`src/hw/rtl/salsa20_stream_xor_defines.svh`:
```
// Assertion macros shared by the keystream engine modules.
`ifndef SALSA20_STREAM_XOR_DEFINES_SVH
`define SALSA20_STREAM_XOR_DEFINES_SVH

// Same-cycle implication, sampled on clk_i and held off while rst_ni is low.
`define SS20_ASSERT_IMPL(lbl, ante, cons, msg) \
  lbl: assert property (@(posedge clk_i) disable iff (!rst_ni) (ante) |-> (cons)) \
    else $error(msg);

// Next-cycle implication, sampled on clk_i and held off while rst_ni is low.
`define SS20_ASSERT_NEXT(lbl, ante, cons, msg) \
  lbl: assert property (@(posedge clk_i) disable iff (!rst_ni) (ante) |=> (cons)) \
    else $error(msg);

`endif

```
`src/hw/rtl/ss20_pkg.sv`:
```
// Shared types and constants of the Salsa20 stream XOR engine.
`timescale 1ns / 1ps
package ss20_pkg;

  localparam int unsigned BLOCK_BYTES = 64;
  localparam int unsigned WORD_COUNT  = 16;
  localparam int unsigned POS_W       = 6;
  localparam int unsigned WADDR_W     = 4;
  localparam int unsigned CFG_REGS    = 5;
  localparam int unsigned CFG_IDX_W   = 3;
  localparam int unsigned QUEUE_DEPTH = 4;
  localparam int unsigned OUT_DEPTH   = 4;
  localparam int unsigned OUT_CNT_W   = $clog2(OUT_DEPTH + 1);

  typedef logic [31:0] word_t;

  typedef enum logic [CFG_IDX_W-1:0] {
    CFG_KEY0  = 3'd0,
    CFG_KEY1  = 3'd1,
    CFG_KEY2  = 3'd2,
    CFG_KEY3  = 3'd3,
    CFG_NONCE = 3'd4
  } cfg_idx_e;

  typedef enum logic [1:0] {
    CORE_IDLE,
    CORE_ROUND,
    CORE_STORE
  } core_state_e;

  typedef enum logic [1:0] {
    BACK_STREAM,
    BACK_GEN,
    BACK_READY
  } back_state_e;

  // One classified input byte as it waits between front and back.
  typedef struct packed {
    logic [7:0]       data;
    logic             frame_end;
    logic [POS_W-1:0] pos;
    logic             new_block;
  } item_t;

  typedef struct packed {
    logic [7:0] data;
    logic       frame_end;
  } result_t;

  typedef struct packed {
    logic               we;
    logic [WADDR_W-1:0] addr;
    word_t              data;
  } ram_wr_t;

  typedef struct packed {
    logic busy;
    logic done;
  } core_stat_t;

endpackage

```
`src/hw/rtl/ss20_front.sv`:
```
// Front end: tags each accepted byte with its keystream position.
`timescale 1ns / 1ps
module ss20_front (
  input  logic            clk_i,
  input  logic            rst_ni,
  input  logic            accept_i,
  input  logic [7:0]      data_byte_i,
  input  logic            frame_end_i,
  input  logic            cfg_clr_i,
  output ss20_pkg::item_t item_o
);
  import ss20_pkg::*;

  logic             blk_valid_q, blk_valid_d;
  logic [POS_W-1:0] pos_q, pos_d;
  logic [POS_W-1:0] next_pos;

  // The position is held at zero whenever no block is live.
  assign item_o.data      = data_byte_i;
  assign item_o.frame_end = frame_end_i;
  assign item_o.pos       = pos_q;
  assign item_o.new_block = !blk_valid_q;

  assign next_pos = pos_q + 1'b1;

  always_comb begin
    blk_valid_d = blk_valid_q;
    pos_d       = pos_q;
    if (accept_i) begin
      if ((next_pos == '0) || frame_end_i) begin
        blk_valid_d = 1'b0;
        pos_d       = '0;
      end else begin
        blk_valid_d = 1'b1;
        pos_d       = next_pos;
      end
    end
    if (cfg_clr_i) begin
      blk_valid_d = 1'b0;
      pos_d       = '0;
    end
  end

  always_ff @(posedge clk_i or negedge rst_ni) begin
    if (!rst_ni) begin
      blk_valid_q <= 1'b0;
      pos_q       <= '0;
    end else begin
      blk_valid_q <= blk_valid_d;
      pos_q       <= pos_d;
    end
  end

endmodule

```
`config.mk`:
```
export PLATFORM = sky130hd
export DESIGN_NAME = ss20_front
export DESIGN_NICKNAME = d
export VERILOG_FILES = /design/src/hw/rtl/salsa20_stream_xor_defines.svh /design/src/hw/rtl/ss20_pkg.sv /design/src/hw/rtl/ss20_front.sv
export SDC_FILE = /design/constraint.sdc
export NUM_CORES = 1
export LEC_CHECK = 0
export ABC_AREA = 1
export BUFFER_PORTS_ARGS = -buffer_cell sky130_fd_sc_hd__buf_2
export CORE_MARGIN = 2
export CORE_UTILIZATION = 35
export DETAILED_ROUTE_END_ITERATION = 6
export PLACE_DENSITY = 0.67
export SYNTH_ARGS = -nofsm -noshare
export SYNTH_HDL_FRONTEND = slang
export SYNTH_SLANG_ARGS = --single-unit
```
`constraint.sdc`:
```
create_clock -name clk_i -period 1.7 [get_ports clk_i]
set_clock_uncertainty 0.15 [all_clocks]
set_input_delay 0.34 -clock clk_i [delete_from_list [all_inputs] [get_ports clk_i]]
set_output_delay 0.34 -clock clk_i [all_outputs]
set_load 0.02 [all_outputs]
```
== Word level (Yosys, flattened, before mapping) ==
Cells that the tools add are included.

* Register bits after elaboration: 7
* Input bits: 13
* Output and inout port bits: 16
* Word-level logic and storage cells: 13

* Add/sub/neg operators: 1
* Multiplexer cells: 6
* Reduce and logical (&&, ||, !) cells: 4

{| class="wikitable"
|+ Operators with widths
! cell !! number
|-
| 6-bit two-way mux || 3
|-
| 6-bit by 1-bit adder with 6-bit output, second input constant || 1
|-
| 6-bit logical NOT || 1
|-
| 1-bit two-way mux || 3
|-
| 2-bit nonzero test || 1
|-
| 1-bit logical NOT || 1
|-
| 1-bit logical OR || 1
|}

== Longest topological paths before layout ==
Gate-level depths: netlist (run 1).

* Word-level depth: 6
* Mapped depth: 8

== Worst setup path before layout (run 1) ==
Ideal clock, no wire load.

* Path kind: register to register
* Start point: reg pos_q[0]
* End point: reg blk_valid_q
* Setup time: 0.124 ns
* Arrival time: 1.277 ns
* Setup slack: 0.149 ns
* Stages on the path, launching flop included: 9
* Clock period less this slack: 1.551 ns
* Cells stage by stage: dfrtp_1 > ha_1 > nand3_1 > nand2_1 > nand3_1 > nor2_2 > nand2_2 > nand2_1 > o21ai_2

* Longest elaborated chain between the ends: 6

{| class="wikitable"
|+ RTL lines
! element !! RTL line !! source
|-
| from (decl) || ss20_front.sv:15 || <nowiki>logic [POS_W-1:0] pos_q, pos_d;</nowiki>
|-
| from (signal assigned) || ss20_front.sv:50 || <nowiki>pos_q <= pos_d;</nowiki>
|-
| 6-bit by 1-bit adder with 6-bit output || ss20_front.sv:24 || <nowiki>assign next_pos = pos_q + 1'b1;</nowiki>
|-
| 6-bit logical NOT || ss20_front.sv:30 || <nowiki>if ((next_pos == '0) || frame_end_i) begin</nowiki>
|-
| 1-bit logical OR || ss20_front.sv:30 ||
|-
| 1-bit two-way mux || ss20_front.sv:30 ||
|-
| 1-bit two-way mux || ss20_front.sv:29 || <nowiki>if (accept_i) begin</nowiki>
|-
| 1-bit two-way mux || ss20_front.sv:38 || <nowiki>if (cfg_clr_i) begin</nowiki>
|-
| to (signal assigned) || ss20_front.sv:49 || <nowiki>blk_valid_q <= blk_valid_d;</nowiki>
|-
| to (decl) || ss20_front.sv:14 || <nowiki>logic blk_valid_q, blk_valid_d;</nowiki>
|}

No other way between the ends. The select of a mux whose other input is x is not followed.
A chain may end at the register's enable or synchronous reset.

== Worst setup path after layout (run 1) ==
* Start point: reg pos_q[1]
* End point: reg blk_valid_q

The elaborated chain is that of the path after synthesis.

==> flow_summary.json, run 1 <==
{
  "layout.nets": 88,
  "r2r_setup_slack_ns": 0.21,
  "critPathLaunchType": "flip-flop",
  "port_buffers": 12,
  "cp-startpoint": "pos_q[1]",
  "syn_nets": 78,
  "drc_errors": 0,
  "layout_min_cycle_time_ns": 1.49,
  "synth_cells": 64,
  "areaGrowthSynthToFinish_pct": 11.8,
  "antenna_cells": 0,
  "yosysSeqAreaShare": 0.374,
  "critPathCaptureType": "flip-flop",
  "routed_wirelength_um": 889,
  "max-slew-margin-rel": 0.828,
  "wl_per_cell_um": 10.1,
  "num_vias": 415,
  "power.leakage_nw": 0.287,
  "cts_max_level": 1,
  "antenna_found_initial": 0,
  "r2r-end": "blk_valid_q",
  "cts.clk_slew.worst_paths_ns": 0.06,
  "clockBufferDepth": 2,
  "worstReg2RegStart": "pos_q[1]",
  "post_cts_resized": 0,
  "placedCellCount": 83,
  "cts_tree": "yes",
  "final_util": 0.412,
  "grt_usage": 0.149,
  "start_util": 0.369,
  "required_ns": 1.69,
  "clock_sinks": 7,
  "n_fill_cell": 135,
  "gp_congestion": 0.894,
  "grt_first_pass_wirelength_um": 1570,
  "status": "finished clean",
  "vias_per_cell": 4.72,
  "drt-initial-drc-count": 8,
  "firstDrtPassIters": 4,
  "worstSetupEndpoint": "blk_valid_q",
  "postSynthAreaPerCell_sq_um": 7.31,
  "die_width_um": 40.6,
  "finalHoldViolCount": 0,
  "crit_arrival_ns": 1.48,
  "clk-insertion-delay-late_ns": 0.25,
  "setup_viol_count_final": 0,
  "ir_drop_mv": 0.362,
  "die_area_sq_um": 1650,
  "core_area_sq_um": 1270,
  "ys_seq_elements": 7,
  "rsz0062_at_grt": "no",
  "reg2reg_depth": 8,
  "crit_type": "reg -> reg",
  "pwr_density_cell_nw_per_um2": 695,
  "min-delay-start": "accept_i",
  "grt_max_degree": 9,
  "worst_slew_pin_slew_ns": 0.258,
  "ys_types": 14,
  "maxCapViolations": 0,
  "final_cell_count_no_fill": 88,
  "cts_root_buf": "clkbuf_4",
  "syn_area_sq_um": 468,
  "crit_path_max_fanout": 5,
  "first_global_vias": 398,
  "post_cts_buffers": 0,
  "io_pins": 29,
  "hpwl_um": 698,
  "hold_buffers": 1,
  "fmax_ghz": 0.671,
  "fin_tns_setup_ns": 0,
  "overflow": 0,
  "cts_buffers": 3,
  "yosys_warnings": 0,
  "report.final.slew_viol_count": 0,
  "rows": 13,
  "ant_nets": 0,
  "hold_class": "in -> reg",
  "period_share": 0.877,
  "fp.dieH_um": 40.6,
  "final_layout_size_suffix_gt1_frac": 0.301
}
synth_stat cells:
cell | number | area share
buf_4 | 9 | 0.14
dfrtp_1 | 7 | 0.37
ha_1 | 1 | 0.027
inv_1 | 8 | 0.064
nand2_1 | 17 | 0.14
nand2_2 | 3 | 0.040
nand3_1 | 6 | 0.064
nand4_1 | 2 | 0.027
nor2_1 | 4 | 0.032
nor2_2 | 2 | 0.027
o21ai_0 | 2 | 0.021
o21ai_1 | 1 | 0.011
o21ai_2 | 1 | 0.019
o22ai_1 | 1 | 0.013
kinds of logic after synthesis:
group                    after synthesis  share of synthesized area
AO/OA/AOI/OAI                          5                     0.0642
buffers and inverters                 17                      0.209
AND/OR/NAND/NOR                       34                      0.326
flip-flops                             7                      0.374
adder cells (fa/ha/maj)                1                     0.0267
routing by layer:
layer  track usage  wire [um]  up-vias
met5             0          0        -
met4        0.0583          9        0
met3        0.0500         55        2
met2         0.234        400       13
met1         0.186        423      187
li1              -          -      213
final cells by class:
cell class,count,area [sq um],share of cell area
tap,15,18.8,0.0359
timing repair buffer,14,77.6,0.148
multi-input combinational,40,195,0.373
inverter,8,30.0,0.0574
sequential,7,175,0.335
clock buffer,4,26.3,0.0502
how the worst min path moves through the flow:
stage                     slack, ns           to  cells after the start
final                          0.24     pos_q[5]                      3
after global routing           0.25     pos_q[5]                      3
after CTS                      0.23     pos_q[0]                      4
after detailed placement       0.03     pos_q[5]                      1
after global placement         0.04     pos_q[5]                      1
after floorplan               -0.11  blk_valid_q                      0
through the flow:
step,worst slack (ns),hold WS [ns],power [mW],area (sq um)
6_report,0.209,0.237,0.363,523
5_1_grt,0.0813,0.248,0.381,523
4_1_cts,0.203,0.228,0.368,523
3_5_place_dp,0.218,0.0309,0.211,487
3_3_place_gp,0.249,0.0353,0.211,487
2_1_floorplan,0.149,-0.106,0.222,468
report_power, final:
part	leakage, nW	internal [mW]	switching, mW
logic	0.175	0.0135	0.0235
clock network	0.0150	0.0898	0.0644
registers	0.0965	0.170	0.00202
total	0.287	0.273	0.0900
worst max-delay path: stages (launching register included):
cell	delay (ns)
dfrtp_1	0.42
ha_1	0.24
nand3_1	0.09
nand2_1	0.09
nand3_1	0.09
nor2_2	0.10
nand2_2	0.07
nand2_1	0.07
o21ai_2	0.05
flip-flops by register name, indices dropped and copies added (netlist names):
register and flops:
blk_valid_q 1, pos_q 6
cells in the final DEF, fill, tap and decap left out:
cell type      synthesis  layout
nand4_1                2       2
nand2_1               17      17
nor2_2                 2       2
nor2_1                 4       4
clkbuf_4               0       3
o21ai_2                1       1
nand2_2                3       3
dlygate4sd3_1          0       1
clkbuf_1               0       1
dfrtp_1                7       7
nand3_1                6       6
o22ai_1                1       1
o21ai_1                1       1
ha_1                   1       1
buf_4                  9       1
o21ai_0                2       2
buf_2                  0      12
inv_1                  8       8
No activity file was read; power rests on OpenSTA's default activity.
==> run 2: changes to the inputs <==
==> constraint.sdc (replaced) <==
create_clock -name clk_i -period 1.7 [get_ports clk_i]
set_clock_uncertainty 0.15 [all_clocks]
set_input_delay 0.085 -clock clk_i [delete_from_list [all_inputs] [get_ports clk_i]]
set_output_delay 0.085 -clock clk_i [all_outputs]
set_load 0.02 [all_outputs]
==> run 2 against run 1 <==
Via count grew 6.7%. Global-route usage grew 1.5 points. Utilization grew 3.9 points. Non-clock buffer count grew 5. Fmax shrank 5.9%. Worst setup slack lost 0.093 ns. Largest power group unchanged. Highest routed layer unchanged.
==> flow_summary.json, run 2 (synthesis gave the netlist of run 1 again) <==
{
  "status": "finished clean",
  "required_ns": 1.73,
  "crit_type": "in -> reg",
  "hpwl_um": 698,
  "hold_ws_ns": 0.0200,
  "ant_nets": 0,
  "critPathLaunchType": "input port",
  "port_buffers": 12,
  "maxCapViolations": 0,
  "critPathCaptureType": "flip-flop",
  "hold_class": "in -> out",
  "die_width_um": 40.6,
  "gp_congestion": 0.894,
  "finalHoldViolCount": 0,
  "dpl_cell_area_sq_um": 487,
  "start_util": 0.369,
  "antenna_found_initial": 0,
  "layout_common_cells": "nand2_1 (17), buf_2 (12), inv_1 (8), dfrtp_1 (7)",
  "areaGrowthSynthToFinish_pct": 22.5,
  "crit_path_max_fanout": 2,
  "cts_root_buf": "clkbuf_4",
  "grt_max_degree": 9,
  "vias_per_cell": 4.76,
  "rsz0062_at_grt": "no",
  "reg_top3": "pos_q (6), blk_valid_q (1)",
  "core_area_sq_um": 1270,
  "n_fill_cell": 130,
  "design_area_sq_um": 573,
  "final_util": 0.452,
  "layout.nets": 93,
  "fin_tns_setup_ns": 0,
  "min-delay-start": "data_byte_i[0]",
  "pwr_density_cell_nw_per_um2": 653,
  "final_layout_size_suffix_gt1_frac": 0.282,
  "final_common_cell": "nand2_1",
  "post_cts_buffers": 0,
  "die_area_sq_um": 1650,
  "overflow": 0,
  "setup_viol_count_final": 0,
  "crit_arrival_ns": 1.61,
  "rows": 13,
  "io_pins": 29,
  "drt-initial-drc-count": 6,
  "layout_min_cycle_time_ns": 1.58,
  "firstDrtPassIters": 3,
  "worst_slew_pin_slew_ns": 0.260,
  "drc_errors": 0,
  "wl_per_cell_um": 10.6,
  "routed_wirelength_um": 990,
  "power.leakage_nw": 0.307,
  "cts_max_level": 1,
  "cts_tree": "yes",
  "cts_buffers": 3,
  "report.final.slew_viol_count": 0,
  "clk-insertion-delay-late_ns": 0.26,
  "placedCellCount": 83,
  "final_cell_count_no_fill": 93,
  "largest_reg_flops": 6,
  "largest_register": "pos_q",
  "worstReg2RegStart": "pos_q[1]",
  "cts.clk_slew.worst_paths_ns": 0.06,
  "cp-startpoint": "cfg_clr_i",
  "clock_sinks": 7,
  "num_vias": 443,
  "fp.dieH_um": 40.6,
  "clockBufferDepth": 2,
  "max-slew-margin-rel": 0.827,
  "antenna_cells": 0,
  "first_global_vias": 428,
  "grt_usage": 0.164,
  "ir_drop_mv": 0.362,
  "period_share": 0.932,
  "grt_first_pass_wirelength_um": 1710,
  "fmax_ghz": 0.631
}
-- run 2: changes by cell type in the layout (fill, tap and decap cells not counted), sizes merged --
| cell | change |
|---|---|
| dlygate4sd3 | +5 |
-- run 2: report_power, final --
group | internal [mW] | switching (mW)
clock | 0.0899 | 0.0656
sequential | 0.170 | 0.00201
combinational | 0.0207 | 0.0258
-- run 2: cell type report --
type | instances | area [sq um] | area share
clock buffers | 4 | 26.3 | 0.0459
inverters | 8 | 30.0 | 0.0524
multi-input cells | 40 | 195 | 0.341
flip-flops and latches | 7 | 175 | 0.306
well taps | 15 | 18.8 | 0.0328
repair buffers | 19 | 128 | 0.223
-- run 2: per-stage QoR --
| stage | total power, mW | setup slack [ns] |
|---|---|---|
| after floorplan | 0.222 | 0.149 |
| after global placement | 0.211 | 0.249 |
| after detailed placement | 0.211 | 0.218 |
| after CTS | 0.376 | 0.117 |
| after global routing | 0.390 | 0.0167 |
| final | 0.374 | 0.116 |
-- run 2: what timing repair did --
| action | 4_1_cts | 5_1_grt |
|---|---|---|
| resized for setup | 0 | 0 |
| hold endpoints to repair | 11 | 0 |
| setup endpoints to repair | 0 | 0 |
| hold buffers | 6 | 0 |
-- run 2: metal layers --
layer	track usage	wire length, um	vias to the layer above
met5	0	0	-
met1	0.186	451	205
met4	0.0583	9	0
li1	-	-	224
met2	0.286	479	12
met3	0.0500	49	2
-- run 2: final timing paths --
kind	endpoint	slack (ns)	cells past startpoint
setup / recovery	pos_q[5]	0.12	6
hold / removal	item_o[8]	0.02	0
setup reg to reg	blk_valid_q	0.21	8
hold reg to reg	blk_valid_q	0.38	2
max in group asynchronous	blk_valid_q	1.19	2
min in group asynchronous	pos_q[5]	0.05	2
-- run 2: critical path: stages --
cell and delay, ns:
dlygate4sd3_1 0.53, buf_2 0.13, nor2_1 0.09, nand2_1 0.07, dlygate4sd3_1 0.57, o22ai_1 0.14
