### src/hw/rtl/salsa20_stream_xor_defines.svh
// Assertion macros shared by the keystream engine modules.
`ifndef SALSA20_STREAM_XOR_DEFINES_SVH
`define SALSA20_STREAM_XOR_DEFINES_SVH

// Same-cycle implication, sampled on clk_i and held off while rst_ni is low.
`define SS20_ASSERT_IMPL(lbl, ante, cons, msg) \
  lbl: assert property (@(posedge clk_i) disable iff (!rst_ni) (ante) |-> (cons)) \
    else $error(msg);

// Next-cycle implication, sampled on clk_i and held off while rst_ni is low.
`define SS20_ASSERT_NEXT(lbl, ante, cons, msg) \
  lbl: assert property (@(posedge clk_i) disable iff (!rst_ni) (ante) |=> (cons)) \
    else $error(msg);

`endif

### src/hw/rtl/ss20_ram.sv
// Generic single-write, single-read RAM with registered read data.
`timescale 1ns / 1ps
module ss20_ram #(
  parameter int unsigned WIDTH = 32,
  parameter int unsigned DEPTH = 16
) (
  input  logic                     clk_i,
  input  logic                     we_i,
  input  logic [$clog2(DEPTH)-1:0] waddr_i,
  input  logic [WIDTH-1:0]         wdata_i,
  input  logic                     re_i,
  input  logic [$clog2(DEPTH)-1:0] raddr_i,
  output logic [WIDTH-1:0]         rdata_o
);

  logic [WIDTH-1:0] mem_q [DEPTH];
  logic [WIDTH-1:0] rdata_q;

  always_ff @(posedge clk_i) begin
    if (we_i) begin
      mem_q[waddr_i] <= wdata_i;
    end
    if (re_i) begin
      rdata_q <= mem_q[raddr_i];
    end
  end

  assign rdata_o = rdata_q;

endmodule

### config.mk
export PLATFORM = sky130hd
export DESIGN_NAME = ss20_ram
export DESIGN_NICKNAME = d
export VERILOG_FILES = /design/src/hw/rtl/salsa20_stream_xor_defines.svh /design/src/hw/rtl/ss20_ram.sv
export SDC_FILE = /design/constraint.sdc
export NUM_CORES = 1
export LEC_CHECK = 0
export BUFFER_PORTS_ARGS = -buffer_cell sky130_fd_sc_hd__buf_2
export CORE_MARGIN = 2
export CORE_UTILIZATION = 60
export DETAILED_ROUTE_END_ITERATION = 10
export PLACE_DENSITY_LB_ADDON = 0.3
export SETUP_SLACK_MARGIN = 0.5
export SKIP_CTS_REPAIR_TIMING = 1
export SYNTH_ARGS = -nofsm -noshare
export SYNTH_HDL_FRONTEND = slang
export SYNTH_SLANG_ARGS = --single-unit
### constraint.sdc
create_clock -name clk_i -period 4.9 [get_ports clk_i]
set_clock_uncertainty 0.05 [all_clocks]
set_input_delay 0.49 -clock clk_i [delete_from_list [all_inputs] [get_ports clk_i]]
set_output_delay 0.49 -clock clk_i [all_outputs]
set_load 0.005 [all_outputs]
; Word-level counts from Yosys, hierarchy flattened
; Memory sizes are Yosys's and may differ from the RTL's. A register that Yosys moved wholly into a read port is not among the register bits.
; Index checks and enable logic that the tools add are counted.
[word_totals]
elab_cells = 3
latch_bits = 0
inputBits = 43
output_inout_bits = 32
register_bits = 0
n_memories = 1
ramBits = 512
mem_bits_ro = 0
[op_classes]
n_eq_ne = 0
mul = 0
n_shift = 0
n_reduce_logical = 0
n_bitwise = 0
mux = 2
order_cmp = 0
div = 0
add_sub_neg = 0
[memory_table]
columns = memory, depth, width, rd, rd_clocked_by_memory_dff, write_ports, line
row1 = mem_q, 16, 32, 1, 1, 1, ss20_ram.sv:16  ; logic [WIDTH-1:0] mem_q [DEPTH];
[ops]
columns = operator, count
row1 = 1-bit 2-to-1 mux, 2

; Depth between registers and ports, before layout
; Gate-level depths: netlist (run 1).
[logic_depth]
depth_word = 2
depth_mapped = 5
depth_no_buf = 3

; Least setup slack after synthesis (run 1)
; OpenSTA, ideal clock, no wires.
[synth_timing]
kind = in2reg
from = input waddr_i[2]
to = memory mem_q[0][0], enable pin
setup_time_ps = 461
t_required_ps = 4389
path_buffers = 0
arrival_time_ps = 3208
cell_stages = 2
path_slack_ps = 1180
path_cell_list = or3b_2 -> nor3_1
[synth_lines]
columns = item, line
row1 = from (decl), ss20_ram.sv:9  ; input logic [$clog2(DEPTH)-1:0] waddr_i,
row2 = to (decl), ss20_ram.sv:16
; No word-level cell before the write port.

==> results of run 1 <==
## critical path: cells and delay by family
kind / cells / cell delay, ns
muxes: 1 / 0.57
AOI/OAI and AO/OA: 1 / 0.26
buffers and inverters: 2 / 1.13
and+or+nand+nor: 1 / 0.08
## routing by layer
metal  track usage [%]  share of wire [%]  vias up
li1                  -                  -     3835
met1              33.0                 38     4916
met2              42.1                 52      391
met3              4.03                6.4       91
met4              8.09                3.1        0
met5                 0                  0        -
## cell usage after synthesis, drive strengths merged
library cell,n,area share (%)
nand2b,2,0.062
buf,26,0.79
nor2b,2,0.062
nand3,1,0.025
a22oi,64,2.4
and2,1,0.031
nor2,13,0.24
nand2,33,0.61
nand3b,2,0.074
mux4,128,14
clkbuf,17,0.32
nor3,4,0.099
or3b,1,0.043
edfxtp,544,81
## final cells by class
class,instances,share of cell area (%)
clock buffer,66,6.19
clock inverter,30,1.01
multi-input combinational,251,16.4
sequential,544,71.3
tap,448,2.45
timing repair buffer,102,2.64
## through the flow
step	total power, mW	hold slack [ns]	utilization [%]	area [µm²]	setup WS, ns
final	9.56	0.239	68.8	22900	2.55
after global routing	9.83	0.230	68.8	22900	2.33
after CTS	9.61	0.219	68.8	22900	2.51
after detailed placement	5.81	0.678	63.9	21300	1.88
after global placement	5.79	0.669	63.9	21300	1.97
after floorplan	5.62	0.539	-	20200	1.18
## power by group through the flow
stage                     Combinational, mW  Sequential, mW  Clock, mW
after floorplan                       0.250            5.36          0
after global placement                0.429            5.36          0
after detailed placement              0.441            5.37          0
after CTS                             0.442            5.27       3.89
after global routing                  0.473            5.28       4.07
final                                 0.436            5.27       3.85
## state kept, by name (all words and copies together) (netlist names)
signal   cells
mem_q      512
rdata_o     32
## kinds of logic (layout without fill, tap and decap cells)
family	count (synthesis)	in the layout	share of synthesized area, %
simple gates	59	59	1.25
buf+inv	43	198	1.10
compound gates	64	64	2.38
mux	128	128	14.3
flops	544	544	81.0
## worst max path at each step
stage                   to  startpoint
2_1_floorplan  mem_q[0][0]  waddr_i[2]
3_3_place_gp   rdata_o[22]  raddr_i[0]
3_5_place_dp   rdata_o[22]  raddr_i[0]
4_1_cts        rdata_o[22]  raddr_i[0]
5_1_grt        rdata_o[17]  raddr_i[0]
6_report       rdata_o[22]  raddr_i[0]
==> impl_metrics.toml, run 1 <==
[worst_setup_path]
reg2reg_depth = 3
worstPathCellList = "clkbuf_8, buf_4, mux4_2, a22oi_1, nand2_1"
crit_path_max_incr_delay_ns = 0.59
crit_required_ns = 5.17
critPathArrivalTime_ns = 2.61
cp_slowest_cell = "clkbuf_8"
r2r_start = "mem_q[11][21]"
r2r_slack_ns = 3.25
crit_type = "input pin to flop"
critPathMaxFanout = 63
cp-start-kind = "input pin"
end_kind = "flop"
r2r-end = "rdata_o[21]"

[detailed_routing]
vias_per_cell = 6.41
drc = 0
drtPass1Iterations = 5
routed_wl_um = 41600
dr.first_iter.drc_count = 931
routedWlPerCell_um = 28.9
vias = 9233
drtAntennaViolNets = 0

[timing]
tightest_slew_ns = 1.19
rsz0062_at_grt = "no"
setup_tns_ns = 0
finalHoldViolCount = 0
maxSlewHeadroom_pct = 20.9
period_share_pct = 47.9
finalCriticalPeriod_ns = 2.35
finalSetupViolations = 0
final_max_slew_viol_count = 0
max_freq_mhz = 426

[global_routing]
antenna_found_initial = 0
grt_max_degree = 66
grt_use_total_pct = 24.6
grt_pass1_wl_um = 62300
grt_pass1_vias = 9701
grt-ovfl-total = 0

[power]
p_per_area_mw_per_mm2 = 418
clock_power_share_pct = 40.3
power_frac_comb_pct = 4.6
seqPwrFrac_pct = 55.2
power.internal_mw = 7.63
switchingPower_mw = 1.93
sw_frac_of_total_pct = 20.2
cellLeakagePower_nw = 7.32
ir_worst_vdd_mv = 0.339

[cells_and_area]
num-fill-cells = 1992
area_delta_synth_final_pct = 13.5
final_common_cell = "edfxtp_1"
layout_common_cells = "edfxtp_1, mux4_2, buf_2"
drive_gt1_share_pct = 32.4
nets = 995
finalNonFillerCells = 1441
multi_input_area_mm2 = 0.00375
seq_area_mm2 = 0.0163
antenna_cells = 0

[worst_hold_path]
hp-class = "input pin to flop"
hold_path_end = "mem_q[13][24]"
hp-start = "wdata_i[24]"
hold_depth = 1

[synthesis]
yosys_register_bits = 544
syn-cell-area_mm2 = 0.0202
seq_area_frac_synth_pct = 81.0
ys_warn_count = 0
synth_nets = 881
synth_cell_type_count = 17
synthCells = 838
syn_avg_cell_area_um2 = 24.1

[floorplanning]
coreArea_mm2 = 0.0333
die-area_mm2 = 0.0351
rows = 67
die_w_um = 187
io_pins = 75
die_h_um = 187
initial_core_util_pct = 60.6

[cts]
cts_buffers = 53
clk_latency_ns = 0.57
clockBufferDepth = 3
h-tree-depth = 2
cts_tree = "done"
cts.sink_count = 544
clkTransAtPathRegs_ns = 0.07
root_buffer = "clkbuf_16"

[job]
cap_viol_max_count = 0

[placed_design]
port-buffer-count = 74
dp.cells = 1345
hpwlAfterDp_um = 20800
gp_congestion = 0.702

[run_status]
status = "finished, final reports clean"
Power figures use the tool's default switching activity.
==> inputs of run 2 (changes only) <==
Clock period 4.9 ns to 2.2 ns, I/O delays scaled along.
==> impl_metrics.toml, run 2 (synthesized netlist as in run 1, its figures left out) <==
[run_status]
status = "finished, final reports clean"

[cts]
h-tree-depth = 2
cts_tree = "done"
cts_buffers = 51
clockBufferDepth = 3
cts.sink_count = 544
root_buffer = "clkbuf_16"
clk_latency_ns = 0.57
clkTransAtPathRegs_ns = 0.06

[cells_and_area]
regMostFlops = "mem_q"
num-fill-cells = 1920
layout_common_cells = "edfxtp_1, mux4_2, buf_2"
final_common_cell = "edfxtp_1"
largest_reg_flops = 512
nets = 1032
finalNonFillerCells = 1479
multi_input_area_mm2 = 0.00378
drive_gt1_share_pct = 31.4
seq_area_mm2 = 0.0163
area_delta_synth_final_pct = 16.6

[detailed_routing]
vias_per_cell = 6.37
drtPass1Iterations = 5
dr.first_iter.drc_count = 1125
drtAntennaViolNets = 0
vias = 9417
drc = 0
routedWlPerCell_um = 28.3
routed_wl_um = 41900

[worst_hold_path]
hold_depth = 1
hp-start = "re_i"
hp-class = "input pin to flop"
hold_path_end = "rdata_o[2]"

[global_routing]
antenna_found_initial = 2
grt_pass1_vias = 9582
grt_use_total_pct = 24.4
grt_max_degree = 61
grt-ovfl-total = 0
grt_pass1_wl_um = 61700

[timing]
tightest_slew_ns = 1.09
finalCriticalPeriod_ns = 1.52
finalHoldViolCount = 0
final_max_slew_viol_count = 0
whs_ns = 0.0366
finalSetupViolations = 0
rsz0062_at_grt = "no"
setup_tns_ns = 0
maxSlewHeadroom_pct = 27.3
period_share_pct = 69.0
max_freq_mhz = 658

[power]
p_per_area_mw_per_mm2 = 898
ir_worst_vdd_mv = 0.804
cellLeakagePower_nw = 7.55

[floorplanning]
coreArea_mm2 = 0.0333
initial_core_util_pct = 60.6
rows = 67
die_h_um = 187
die-area_mm2 = 0.0351
io_pins = 75
die_w_um = 187

[worst_setup_path]
crit_path_max_incr_delay_ns = 0.49
critPathMaxFanout = 1
r2r-end = "rdata_o[6]"
r2r_slack_ns = 0.68
end_kind = "flop"
crit_type = "flop to flop"
critPathArrivalTime_ns = 1.78
crit_required_ns = 2.46
worstPathCellList = "mux4_2, a22oi_1, nand2_1"
cp_slowest_cell = "mux4_2"
cp-start-kind = "flop"
r2r_start = "mem_q[2][6]"
cp_top_family = "multiplexers"
reg2reg_depth = 3
cp.buffers_inverters = 0

[placed_design]
gp_congestion = 0.717
port-buffer-count = 74
hpwlAfterDp_um = 20100
dp.cells = 1352

[job]
cap_viol_max_count = 0
-- run 2: cell types whose count changed in the layout (fill, tap and decap cells not counted), sizes merged --
| cell | before | now |
|---|---|---|
| diode | 0 | 2 |
| dlygate4sd3 | 0 | 32 |
| buf | 101 | 108 |
| bufinv | 3 | 4 |
| clkbuf | 67 | 68 |
| clkinv | 22 | 19 |
| clkinvlp | 3 | 0 |
| inv | 2 | 3 |
-- run 2: report_power, final --
group	internal, mW	switching (mW)	total, mW
Combinational	0.480	0.600	1.08
Clock	4.73	3.57	8.30
Sequential	11.7	0.0703	11.7
-- run 2: worst max-delay path by stage --
stage	startpoint	end	slack, ns	cells past startpoint
global placement	raddr_i[0]	rdata_o[8]	0.30	5
detailed placement	raddr_i[0]	rdata_o[28]	0.27	5
global route	mem_q[2][6]	rdata_o[6]	0.61	3
floorplan	waddr_i[2]	mem_q[0][0]	0.22	2
CTS	mem_q[2][6]	rdata_o[6]	0.69	3
finish	mem_q[2][6]	rdata_o[6]	0.68	3
-- run 2: final cells by class --
class | instances | share of cell area [%]
diodes | 2 | 0.0213
well taps | 448 | 2.38
clock inverters | 26 | 0.957
multi-input cells | 251 | 16.1
clock buffers | 67 | 5.68
flip-flops and latches | 544 | 69.4
repair buffers | 141 | 5.43
-- run 2: per-stage QoR --
stage          setup slack, ns  util, %  instance area [µm²]  total power, mW
3_5_place_dp             0.270     65.0                21600             13.0
3_3_place_gp             0.298     65.0                21600             13.0
4_1_cts                  0.693     69.7                23200             21.2
2_1_floorplan            0.221        -                20300             12.5
5_1_grt                  0.614     70.7                23500             21.7
6_report                 0.681     70.7                23500             21.1
-- run 2: metal layers --
layer | track usage, % | part of all wire, % | vias up
met5 | 0 | 0 | -
met2 | 38.1 | 48 | 549
met3 | 4.33 | 10 | 74
met4 | 6.75 | 2.3 | 0
li1 | - | - | 3906
met1 | 36.7 | 39 | 4888
==> inputs of run 3 (changes only) <==
Clock period 2.2 ns to 1.6 ns, I/O delays scaled along.
==> impl_metrics.toml, run 3 (synthesized netlist as in run 1, its figures left out) <==
[cells_and_area]
fin_area_mm2 = 0.0242
antenna_cells = 0
final_common_cell = "edfxtp_1"
largest_reg_flops = 512
area_delta_synth_final_pct = 20.0
nets = 1058
num-fill-cells = 1848
layout_common_cells = "edfxtp_1, mux4_2, buf_2"
regMostFlops = "mem_q"
drive_gt1_share_pct = 36.9

[detailed_routing]
routedWlPerCell_um = 28.9
drtAntennaViolNets = 0
vias_per_cell = 6.43
drc = 0
drtPass1Iterations = 5
vias = 9660
routed_wl_um = 43500
dr.first_iter.drc_count = 1179

[timing]
tightest_slew_ns = 1.15
finalCriticalPeriod_ns = 1.49
max_freq_mhz = 672
finalHoldViolCount = 0
rsz0062_at_grt = "yes"
whs_ns = 0.0473
layout_setup_ws_ns = 0.112
setup_tns_ns = 0
period_share_pct = 93.0
final_max_slew_viol_count = 0
maxSlewHeadroom_pct = 23.1
finalSetupViolations = 0

[placed_design]
port-buffer-count = 74
gp_congestion = 0.750
dpl_cell_area_mm2 = 0.0220
hpwlAfterDp_um = 21900
pre_cts_slack_ns = -0.230

[floorplanning]
initial_core_util_pct = 60.6
die_h_um = 187
die-area_mm2 = 0.0351
io_pins = 75
rows = 67
die_w_um = 187
coreArea_mm2 = 0.0333

[worst_setup_path]
cp_top_family = "multiplexers"
worstPathCellList = "mux4_2, a22oi_2, nand2_1"
end_kind = "flop"
crit_type = "flop to flop"
crit_required_ns = 1.86
cp.buffers_inverters = 0
critPathArrivalTime_ns = 1.75
cp_slowest_cell = "mux4_2"
crit_path_max_incr_delay_ns = 0.52
cp-start-kind = "flop"
critPathMaxFanout = 1

[power]
switchingPower_mw = 5.96
p_per_area_mw_per_mm2 = 1250
sw_frac_of_total_pct = 19.7
power_frac_comb_pct = 5.3
clock_power_share_pct = 41.2
power.internal_mw = 24.2
seqPwrFrac_pct = 53.5
cellLeakagePower_nw = 7.85
ir_worst_vdd_mv = 1.08

[cts]
cts.sink_count = 544
h-tree-depth = 2
clk_latency_ns = 0.57
cts_buffers = 51
clockBufferDepth = 3
cts_tree = "done"
root_buffer = "clkbuf_16"
clkTransAtPathRegs_ns = 0.06

[global_routing]
grt_use_total_pct = 25.4
antenna_found_initial = 0
grt-ovfl-total = 0
grt_max_degree = 36
grt_pass1_vias = 9834
grt_pass1_wl_um = 63700

[job]
cap_viol_max_count = 0

[worst_hold_path]
hp-class = "input pin to flop"

[run_status]
status = "finished, final reports clean"
[run 3: cell count changes in the layout (fill, tap and decap cells not counted), sizes merged]
cell,before,now
clkbuf,68,58
buf,108,133
bufinv,4,9
inv,3,0
clkinv,19,26
clkinvlp,0,1
diode,2,0
dlygate4sd3,32,33
[run 3: metal layers]
| metal | part of all wire, % | GRT usage [%] | vias to the layer above |
|---|---|---|---|
| li1 | - | - | 3977 |
| met1 | 38 | 35.9 | 5104 |
| met2 | 50 | 40.9 | 495 |
| met3 | 8.5 | 5.08 | 84 |
| met4 | 2.7 | 8.24 | 0 |
| met5 | 0 | 0 | - |
[run 3: path summary, 6_finish.rpt]
path                      start     endpoint  slack (ns)  cells past startpoint
setup / recovery  mem_q[10][11]  rdata_o[11]        0.11                      3
hold / removal             re_i  rdata_o[24]        0.05                      2
hold reg to reg   mem_q[12][31]  rdata_o[31]        0.69                      3
setup reg to reg  mem_q[10][11]  rdata_o[11]        0.11                      3
[run 3: worst register-to-register path: stages (launching register included)]
cell and delay [ns]:
edfxtp_1 0.43, mux4_2 0.52, a22oi_2 0.18, nand2_1 0.06
[run 3: cell type report]
cell class / instances / area, µm² / area share [%]
Sequential cell: 544 / 16300 / 67.5
Multi-Input combinational cell: 251 / 3940 / 16.3
Timing Repair Buffer: 167 / 1640 / 6.77
Clock buffer: 57 / 1340 / 5.54
Tap cell: 448 / 561 / 2.32
Clock inverter: 36 / 395 / 1.63
[run 3: metrics by stage]
stage	cells	utilization, %	power, mW
2_1_floorplan	838	-	17.3
3_3_place_gp	1377	66.1	17.9
3_5_place_dp	1377	66.1	17.9
4_1_cts	1470	71.4	30.2
5_1_grt	1503	72.7	31.0
6_report	1503	72.7	30.2
[run 3: power by group through the flow]
stage / logic (mW) / clock network, mW / registers [mW]
2_1_floorplan: 0.845 / 0 / 16.4
3_3_place_gp: 1.44 / 0 / 16.4
3_5_place_dp: 1.48 / 0 / 16.5
4_1_cts: 1.51 / 12.6 / 16.2
5_1_grt: 1.72 / 13.1 / 16.2
6_report: 1.61 / 12.4 / 16.2
