**config.mk**
```make
export PLATFORM = sky130hd
export DESIGN_NAME = ss20_fifo
export DESIGN_NICKNAME = d
export VERILOG_FILES = /design/src/hw/rtl/salsa20_stream_xor_defines.svh /design/src/hw/rtl/ss20_fifo.sv
export SDC_FILE = /design/constraint.sdc
export NUM_CORES = 1
export LEC_CHECK = 0
export BUFFER_PORTS_ARGS = -buffer_cell sky130_fd_sc_hd__buf_2
export CAP_MARGIN = 20
export CELL_PAD_IN_SITES_DETAIL_PLACEMENT = 0
export CELL_PAD_IN_SITES_GLOBAL_PLACEMENT = 2
export CORE_UTILIZATION = 48
export CTS_BUF_LIST = sky130_fd_sc_hd__clkbuf_4 sky130_fd_sc_hd__clkbuf_8
export CTS_CLUSTER_DIAMETER = 100
export CTS_CLUSTER_SIZE = 20
export DETAILED_ROUTE_END_ITERATION = 10
export GPL_ROUTABILITY_DRIVEN = 0
export PLACE_DENSITY = 0.83
export SLEW_MARGIN = 20
export SYNTH_ARGS = -nofsm -noshare
export SYNTH_HDL_FRONTEND = slang
export SYNTH_SLANG_ARGS = --single-unit
export TNS_END_PERCENT = 100
```
**constraint.sdc**
```tcl
create_clock -name clk_i -period 4.8 [get_ports clk_i]
set_input_delay 0.96 -clock clk_i [delete_from_list [all_inputs] [get_ports clk_i]]
set_output_delay 0.96 -clock clk_i [all_outputs]
set_load 0.05 [all_outputs]
```
**src/hw/rtl/salsa20_stream_xor_defines.svh**
```systemverilog
// Assertion macros shared by the keystream engine modules.
`ifndef SALSA20_STREAM_XOR_DEFINES_SVH
`define SALSA20_STREAM_XOR_DEFINES_SVH

// Same-cycle implication, sampled on clk_i and held off while rst_ni is low.
`define SS20_ASSERT_IMPL(lbl, ante, cons, msg) \
  lbl: assert property (@(posedge clk_i) disable iff (!rst_ni) (ante) |-> (cons)) \
    else $error(msg);

// Next-cycle implication, sampled on clk_i and held off while rst_ni is low.
`define SS20_ASSERT_NEXT(lbl, ante, cons, msg) \
  lbl: assert property (@(posedge clk_i) disable iff (!rst_ni) (ante) |=> (cons)) \
    else $error(msg);

`endif

```
**src/hw/rtl/ss20_fifo.sv**
```systemverilog
// Small flop-based queue used between front and back and for results.
`timescale 1ns / 1ps
module ss20_fifo #(
  parameter int unsigned WIDTH = 16,
  parameter int unsigned DEPTH = 4
) (
  input  logic                       clk_i,
  input  logic                       rst_ni,
  input  logic                       push_i,
  input  logic [WIDTH-1:0]           wdata_i,
  input  logic                       pop_i,
  output logic [WIDTH-1:0]           rdata_o,
  output logic                       full_o,
  output logic                       empty_o,
  output logic [$clog2(DEPTH+1)-1:0] count_o
);

  localparam int unsigned PTR_W = (DEPTH > 1) ? $clog2(DEPTH) : 1;
  localparam int unsigned CNT_W = $clog2(DEPTH + 1);
  localparam logic [PTR_W-1:0] LAST_PTR = PTR_W'(DEPTH - 1);

  logic [WIDTH-1:0] mem_q [DEPTH];
  logic [PTR_W-1:0] wptr_q, wptr_d, rptr_q, rptr_d;
  logic [CNT_W-1:0] count_q, count_d;
  logic             wr_en, rd_en;

  assign full_o  = (count_q == CNT_W'(DEPTH));
  assign empty_o = (count_q == '0);
  assign count_o = count_q;
  assign rdata_o = mem_q[rptr_q];
  assign wr_en   = push_i && !full_o;
  assign rd_en   = pop_i && !empty_o;

  always_comb begin
    wptr_d  = wptr_q;
    rptr_d  = rptr_q;
    count_d = count_q;
    if (wr_en) begin
      wptr_d = (wptr_q == LAST_PTR) ? '0 : wptr_q + 1'b1;
    end
    if (rd_en) begin
      rptr_d = (rptr_q == LAST_PTR) ? '0 : rptr_q + 1'b1;
    end
    if (wr_en && !rd_en) begin
      count_d = count_q + 1'b1;
    end else if (rd_en && !wr_en) begin
      count_d = count_q - 1'b1;
    end
  end

  always_ff @(posedge clk_i or negedge rst_ni) begin
    if (!rst_ni) begin
      wptr_q  <= '0;
      rptr_q  <= '0;
      count_q <= '0;
    end else begin
      wptr_q  <= wptr_d;
      rptr_q  <= rptr_d;
      count_q <= count_d;
    end
  end

  always_ff @(posedge clk_i) begin
    if (wr_en) begin
      mem_q[wptr_q] <= wdata_i;
    end
  end

endmodule

```
# ---- Word level (Yosys, flattened, before mapping)
# Memories as Yosys holds them, arrays and structs flattened.
# Index checks and enable logic that the tools add are counted.
dict set report op_classes {
  reduce_logical 10
  n_eq_ne 3
  addsub 4
  n_mux 6
}
# cell count
set op_table {}
lappend op_table {{2-to-1 mux 3 bit} 2}
lappend op_table {{adder 2 x 1 -> 2 bit (second input constant)} 2}
lappend op_table {{== test 2 bit (second input constant)} 2}
lappend op_table {{logical AND 1 bit} 4}
lappend op_table {{logical NOT 1 bit} 4}
lappend op_table {{2-to-1 mux 2 bit} 2}
lappend op_table {{adder 3 x 1 -> 3 bit (second input constant)} 1}
lappend op_table {{== test 3 bit (second input constant)} 1}
lappend op_table {{logical NOT 3 bit} 1}
lappend op_table {{subtractor 3 x 1 -> 3 bit (second input constant)} 1}
lappend op_table {{2-to-1 mux 1 bit} 2}
lappend op_table {{nonzero test 2 bit} 1}
dict set report totals {
  word_cells 27
  reg_bits 7
  inputBits 20
  output_inout_bits 21
  memories 1
  ram_bits 64
}
# memory depth width rd rd_clocked_by_memory_dff write_ports line
set mem_list {}
lappend mem_list {mem_q 4 16 1 0 1 ss20_fifo.sv:22} ;# logic [WIDTH-1:0] mem_q [DEPTH];

# ---- Logic depth before layout (Yosys ltp)
# Gate-level depths: netlist (run 1).
dict set report depth {
  ltp_word 7
  mapped_depth 9
  mapped_depth_nobuf 8
}

# ---- Worst setup path after synthesis (run 1)
# No wires, ideal clock.
dict set report synth_timing {
  path_kind {reg2reg}
  from {reg count_q[2] (netlist: count_o[2])}
  to {reg count_q[1] (netlist: count_o[1])}
  t_required_ps 4675
  path_buffers 1
  setup_slack_ps 2017
  setup_ps 125
  path_stages_with_launch 8
  t_arrival_ps 2658
  period_less_slack_ps 2783
  path_cell_list {dfrtp_1 -> nor3b_2 -> nor2b_1 -> buf_2 -> ha_1 -> inv_1 -> fa_1 -> mux2_2}
}
dict set report synth_via {
  elab_cells_between_ends 12
  classes_between {1 x eq/ne; 1 x mux; 10 x reduce/logical}
}
# item line
set synth_rtl {}
lappend synth_rtl {{start: declaration} ss20_fifo.sv:24} ;# logic [CNT_W-1:0] count_q, count_d;
lappend synth_rtl {{start signal: assignment} ss20_fifo.sv:59} ;# count_q <= count_d;
lappend synth_rtl {{== test 3 bit} ss20_fifo.sv:27} ;# assign full_o = (count_q == CNT_W'(DEPTH));
lappend synth_rtl {{net full_o} ss20_fifo.sv:13} ;# output logic full_o,
lappend synth_rtl {{logical NOT 1 bit} ss20_fifo.sv:31} ;# assign wr_en = push_i && !full_o;
lappend synth_rtl {{logical AND 1 bit} ss20_fifo.sv:31}
lappend synth_rtl {{net wr_en} ss20_fifo.sv:25} ;# logic wr_en, rd_en;
lappend synth_rtl {{logical AND 1 bit} ss20_fifo.sv:44} ;# if (wr_en && !rd_en) begin
lappend synth_rtl {{2-to-1 mux 3 bit} ss20_fifo.sv:44}
lappend synth_rtl {{net count_d[1]} ss20_fifo.sv:24}
# The timed path passes the listed nets, and every way through them passes these cells.
# A chain may end at the register's enable or synchronous reset.

# ---- Final worst setup path (run 1)
dict set report layout_timing {
  from {reg rptr_q[0]}
  to {out rdata_o[14]}
}
dict set report layout_via {
  elab_chain_len 1
}
# item line
set layout_lines {}
lappend layout_lines {{start: declaration} ss20_fifo.sv:23} ;# logic [PTR_W-1:0] wptr_q, wptr_d, rptr_q, rptr_d;
lappend layout_lines {{start signal: assignment} ss20_fifo.sv:58} ;# rptr_q <= rptr_d;
lappend layout_lines {{memory read (4 x 16 bit)} -}
lappend layout_lines {{end: declaration} ss20_fifo.sv:12} ;# output logic [WIDTH-1:0] rdata_o,
# No other way between the ends.

==> results of run 1 <==
==> final cells by class <==
cell class	instances	area share
sequential	71	0.659
multi-input combinational	42	0.193
timing repair buffer	40	0.0629
clock buffer	12	0.0460
tap	72	0.0283
clock inverter	4	0.00707
inverter	3	0.00354
==> worst max-delay path, delay by kind of cell, from the launching register on <==
kind	cells	cell delay, ns
buffers and inverters	1	0.23
flip-flops	1	0.76
multiplexers	1	0.59
==> logic make-up (layout without fill, tap and decap cells) <==
kind of cell	after synthesis	after routing	synth area share
flops	71	71	0.760
mux	20	20	0.150
simple gates	10	10	0.0222
buf+inv	8	59	0.0163
fa+ha+maj	7	7	0.0345
xor+xnor	3	3	0.00953
compound gates	2	2	0.00726
==> metrics by stage <==
step | instance area (um2) | worst slack [ns] | instances | hold slack, ns | util
2_1_floorplan | 2760 | 2.02 | 121 | 0.535 | -
3_3_place_gp | 3010 | 1.89 | 228 | 0.524 | 0.547
3_5_place_dp | 3010 | 1.85 | 228 | 0.547 | 0.547
4_1_cts | 3180 | 1.48 | 244 | 0.449 | 0.578
5_1_grt | 3180 | 1.81 | 244 | 0.448 | 0.578
6_report | 3180 | 1.93 | 244 | 0.461 | 0.578
==> placed cells by master, fill, tap and decap left out, drive strengths merged, types with 2 or more instances in the layout <==
master and count:
mux2 4, mux4 16, edfxtp 64, dfrtp 7
xor2 2, ha 6, clkinv 3, inv 3
buf 40, nor3 2, and2 4, clkbuf 12
nor2 2
==> worst min-delay path by stage <==
stage	startpoint	endpoint	slack, ns	cells past startpoint
after global placement	count_o[2]$_DFFE_PN0P_	count_o[2]$_DFFE_PN0P_	0.52	1
final	rst_ni	wptr_q[0]$_DFFE_PN0P_	0.46	1
after CTS	rst_ni	wptr_q[1]$_DFFE_PN0P_	0.45	1
after floorplan	wptr_q[1]$_DFFE_PN0P_	wptr_q[1]$_DFFE_PN0P_	0.53	1
after global routing	rst_ni	count_o[2]$_DFFE_PN0P_	0.45	1
after detailed placement	count_o[2]$_DFFE_PN0P_	count_o[2]$_DFFE_PN0P_	0.55	1
==> registers in the layout, indices dropped and copies added, names as in the netlist <==
register,count
count_o,3
mem_q,64
rptr_q,2
wptr_q,2
==> layer usage <==
layer / wire, um / vias up
met1: 1790 / 669
li1: - / 578
met4: 56 / 0
met3: 185 / 6
met2: 2220 / 28
met5: 0 / -
==> flow_metrics.env, run 1 <==
export IMPL_rsz0062_at_grt="no"
export IMPL_portBuffers=40
export IMPL_synth_nets=148
export IMPL_grt_use_total=0.163
export IMPL_grt_overflow=0
export IMPL_clock_sinks=71
export IMPL_start_util=0.501
export IMPL_syn_inst=121
export IMPL_r2r_start="count_o[2]$_DFFE_PN0P_"
export IMPL_skew_ns=0.00636
export IMPL_drtIter0Drc=118
export IMPL_fin_crit_sh=0.599
export IMPL_startpoint_type="flop"
export IMPL_rows=27
export IMPL_ys_warn_count=0
export IMPL_netlist_top_cells_count="edfxtp_1, mux4_2, dfrtp_1, ha_1, and2_1"
export IMPL_ctsHoldBuffers=0
export IMPL_required_ns=3.84
export IMPL_vias_per_cell=5.25
export IMPL_ctsResizeCount=0
export IMPL_ctsHtreeMaxLevel=3
export IMPL_ys_seq_elements=71
export IMPL_synth_area_leader_cell="edfxtp_1"
export IMPL_grt_start_max_net_pins=20
export IMPL_core_um2=5510
export IMPL_hpwl_um=2680
export IMPL_met2_usage=0.271
export IMPL_hp_class="in -> async"
export IMPL_status="completed"
export IMPL_crit_type="reg -> out"
export IMPL_synth_edf_count=64
export IMPL_grtUsageMet1=0.187
export IMPL_slew_viol_final=0
export IMPL_cp_max_fo=19
export IMPL_reg2reg_to="count_o[2]$_DFFE_PN0P_"
export IMPL_tightest_slew_ns=0.890
export IMPL_synth_cell_type_count=20
export IMPL_clock_path_buffers=2
export IMPL_num_vias=1281
export IMPL_startpoint="rptr_q[0]$_DFFE_PN0P_"
export IMPL_yosysSeqAreaShare=0.760
export IMPL_ios=41
export IMPL_synth_main_ff_cell="edfxtp_1"
export IMPL_setup_violations=0
export IMPL_n_fill_cell=413
export IMPL_die_w_um=77.8
export IMPL_path_clk_slew_ns=0.07
export IMPL_fin_setup_tns_ns=0
export IMPL_area_delta_synth_final_pct=15.5
export IMPL_synthDominantCellAreaShare=0.697
export IMPL_ys_async_sr_fraction=0.0986
export IMPL_grt_util_met3=0.0588
export IMPL_die_area_um2=6050
export IMPL_r2r_setup_slack_ns=2.56
export IMPL_grt_pass1_vias=1407
export IMPL_endpoint="rdata_o[14]"
export IMPL_nets=194
export IMPL_max_clock_freq_ghz=0.348
export IMPL_postRouteAntennaNets=0
export IMPL_multi_input_area_um2=616
export IMPL_antenna_found_initial=0
export IMPL_grt_busiest_layer="met2"
export IMPL_firstDrtPassIters=4
export IMPL_n_antenna_cell=0
export IMPL_crit_slowest_cell="dfrtp_2"
export IMPL_path_cells="mux4_2 -> buf_2"
export IMPL_syn_cell_area_um2=2760
export IMPL_finalHoldViolations=0
export IMPL_wirelength_um=4250
export IMPL_routedWlPerCell_um=17.4
export IMPL_synth_area_leaders="edfxtp_1, mux4_2, dfrtp_1, ha_1, mux2_4"
export IMPL_register_area_um2=2100
export IMPL_cts_setup_buffers=0
export IMPL_cts_made_buffers=9
export IMPL_maxCapViolCount=0
export IMPL_root_buffer="clkbuf_8"
export IMPL_reg2regPathDepth=8
export IMPL_slowest_delay_ns=0.76
export IMPL_yosysMostFrequentCell="edfxtp_1"
export IMPL_period_minus_slack_ns=2.87
export IMPL_drive_gt1_frac=0.459
export IMPL_drc_errors=0
export IMPL_crit_path_end_kind="output pin"
export IMPL_clock_latency_ns=0.33
export IMPL_tritoncts="yes"
export IMPL_arrival_ns=1.91
export IMPL_grt_pass1_wl_um=6940
export IMPL_die_y_um=77.8
export IMPL_relSlewSlack=0.406
export IMPL_syn_avg_cell_area_um2=22.8
Power of run 1 is not shown: default switching activity piles up to over one toggle a cycle in this logic, so the estimate is an artifact.
==> run 2: changes to the inputs <==
Settings changed: CORE_UTILIZATION 48 to 41, PLACE_DENSITY 0.83 to 0.75.
Clock period 4.8 ns to 2.6 ns, I/O delays scaled along.
==> run 2 against run 1 <==
The flow now finishes with violations (design-rule violations). Die area grew 17%. Register-to-register slack lost 2.1 ns. Sequential share of layout area is 1.6 points lower. Largest cell class unchanged.
==> flow_metrics.env, run 2 (synthesis results as in run 1) <==
export IMPL_wirelength_um=4320
export IMPL_ctsHtreeMaxLevel=3
export IMPL_skew_ns=0.00295
export IMPL_min_path_cells=1
export IMPL_grt_overflow=0
export IMPL_rsz0062_at_grt="no"
export IMPL_final_cell_mix="edfxtp_1, buf_2, mux4_2, clkbuf_8, dfrtp_1"
export IMPL_n_fill_cell=522
export IMPL_grt_pass1_wl_um=6930
export IMPL_nets=201
export IMPL_reg2regPathDepth=7
export IMPL_firstDrtPassIters=7
export IMPL_r2r_start="count_o[0]$_DFFE_PN0P_"
export IMPL_ios=41
export IMPL_register_area_um2=2100
export IMPL_min_to="mem_q[2][9]$_DFFE_PP_"
export IMPL_max_clock_freq_ghz=0.421
export IMPL_drtIter0Drc=49
export IMPL_reg2reg_to="count_o[2]$_DFFE_PN0P_"
export IMPL_hp_class="in -> reg"
export IMPL_cp_max_fo=16
export IMPL_area_delta_synth_final_pct=18.3
export IMPL_die_y_um=84.0
export IMPL_violations="design-rule violations"
export IMPL_postRouteAntennaNets=0
export IMPL_hp_start="wdata_i[9]"
export IMPL_core_um2=6420
export IMPL_arrival_ns=1.86
export IMPL_finalHoldViolations=0
export IMPL_start_util=0.429
export IMPL_clock_latency_ns=0.33
export IMPL_vias_per_cell=5.08
export IMPL_cts_made_buffers=9
export IMPL_drive_gt1_frac=0.455
export IMPL_hpwl_um=2800
export IMPL_cts_setup_buffers=0
export IMPL_drc_errors=5
export IMPL_path_cells="buf_4 -> mux4_2 -> buf_2"
export IMPL_status="complete, but fails checks"
export IMPL_crit_path_end_kind="output pin"
export IMPL_largest_reg_flops=64
export IMPL_tritoncts="yes"
export IMPL_root_buffer="clkbuf_8"
export IMPL_rows=29
export IMPL_r2r_setup_slack_ns=0.46
export IMPL_clock_sinks=71
export IMPL_grt_start_max_net_pins=19
export IMPL_num_vias=1296
export IMPL_die_w_um=84.0
export IMPL_slowest_delay_ns=0.56
export IMPL_dp_slack_ns=0.474
export IMPL_tightest_slew_ns=0.784
export IMPL_die_area_um2=7060
export IMPL_maxCapViolCount=0
export IMPL_setup_ws_ns=0.224
export IMPL_setup_violations=0
export IMPL_clock_path_buffers=2
export IMPL_fin_setup_tns_ns=0
export IMPL_slew_viol_final=0
export IMPL_path_clk_slew_ns=0.07
export IMPL_crit_buf_inv=2
export IMPL_crit_slowest_cell="mux4_2"
export IMPL_routedWlPerCell_um=16.9
export IMPL_fin_crit_sh=0.914
export IMPL_period_minus_slack_ns=2.38
export IMPL_required_ns=2.08
export IMPL_path_delay_family="buffers and inverters"
export IMPL_relSlewSlack=0.477
export IMPL_crit_type="reg -> out"
export IMPL_multi_input_area_um2=622
export IMPL_antenna_found_initial=0
export IMPL_portBuffers=40
export IMPL_grt_pass1_vias=1444
export IMPL_regMostFlops="mem_q"
export IMPL_n_antenna_cell=0
export IMPL_grt_use_total=0.135
export IMPL_mostFrequentLayoutCell="edfxtp_1"
export IMPL_startpoint_type="flop"
run 2: cell count changes in the layout (fill, tap and decap cells not counted), sizes merged:
cell         previous run  this run
bufinv                  0         1
dlygate4sd3             0         1
clkbuf                 12        10
buf                    40        46
run 2: worst max path at each step:
stage                           start                     end  slack [ns]  cells past startpoint
6_report        rptr_q[0]$_DFFE_PN0P_              rdata_o[4]        0.22                      3
5_1_grt         rptr_q[0]$_DFFE_PN0P_             rdata_o[12]        0.12                      3
4_1_cts         rptr_q[0]$_DFFE_PN0P_             rdata_o[12]        0.18                      3
3_5_place_dp   count_o[0]$_DFFE_PN0P_  count_o[2]$_DFFE_PN0P_        0.47                      7
3_3_place_gp   count_o[0]$_DFFE_PN0P_  count_o[2]$_DFFE_PN0P_        0.55                      7
2_1_floorplan  count_o[2]$_DFFE_PN0P_  count_o[1]$_DFFE_PN0P_       0.008                      7
run 2: repair_timing:
action	in CTS	in global routing
gates resized for setup	0	0
hold endpoints to repair	0	3
hold buffers	0	1
run 2: final cells by class:
type / count / area share
sequential: 71 / 0.643
multi-input combinational: 42 / 0.191
timing repair buffer: 47 / 0.0782
clock buffer: 10 / 0.0403
tap: 77 / 0.0295
clock inverter: 5 / 0.0153
inverter: 3 / 0.00345
run 2: stage by stage:
stage | hold WS (ns) | std cells | util | cell area, um2
6_report | 0.407 | 255 | 0.508 | 3260
5_1_grt | 0.390 | 255 | 0.508 | 3260
4_1_cts | 0.00112 | 254 | 0.507 | 3250
3_5_place_dp | 0.365 | 239 | 0.478 | 3070
3_3_place_gp | 0.364 | 239 | 0.478 | 3070
2_1_floorplan | 0.224 | 121 | - | 2760
run 2: routing by layer:
metal	global-route usage	vias to the layer above	wire, um
li1	-	590	-
met4	0.0752	0	55
met2	0.223	33	2240
met1	0.156	667	1810
met3	0.0445	6	211
met5	0	-	0
Power of run 2 is left out for the same reason.
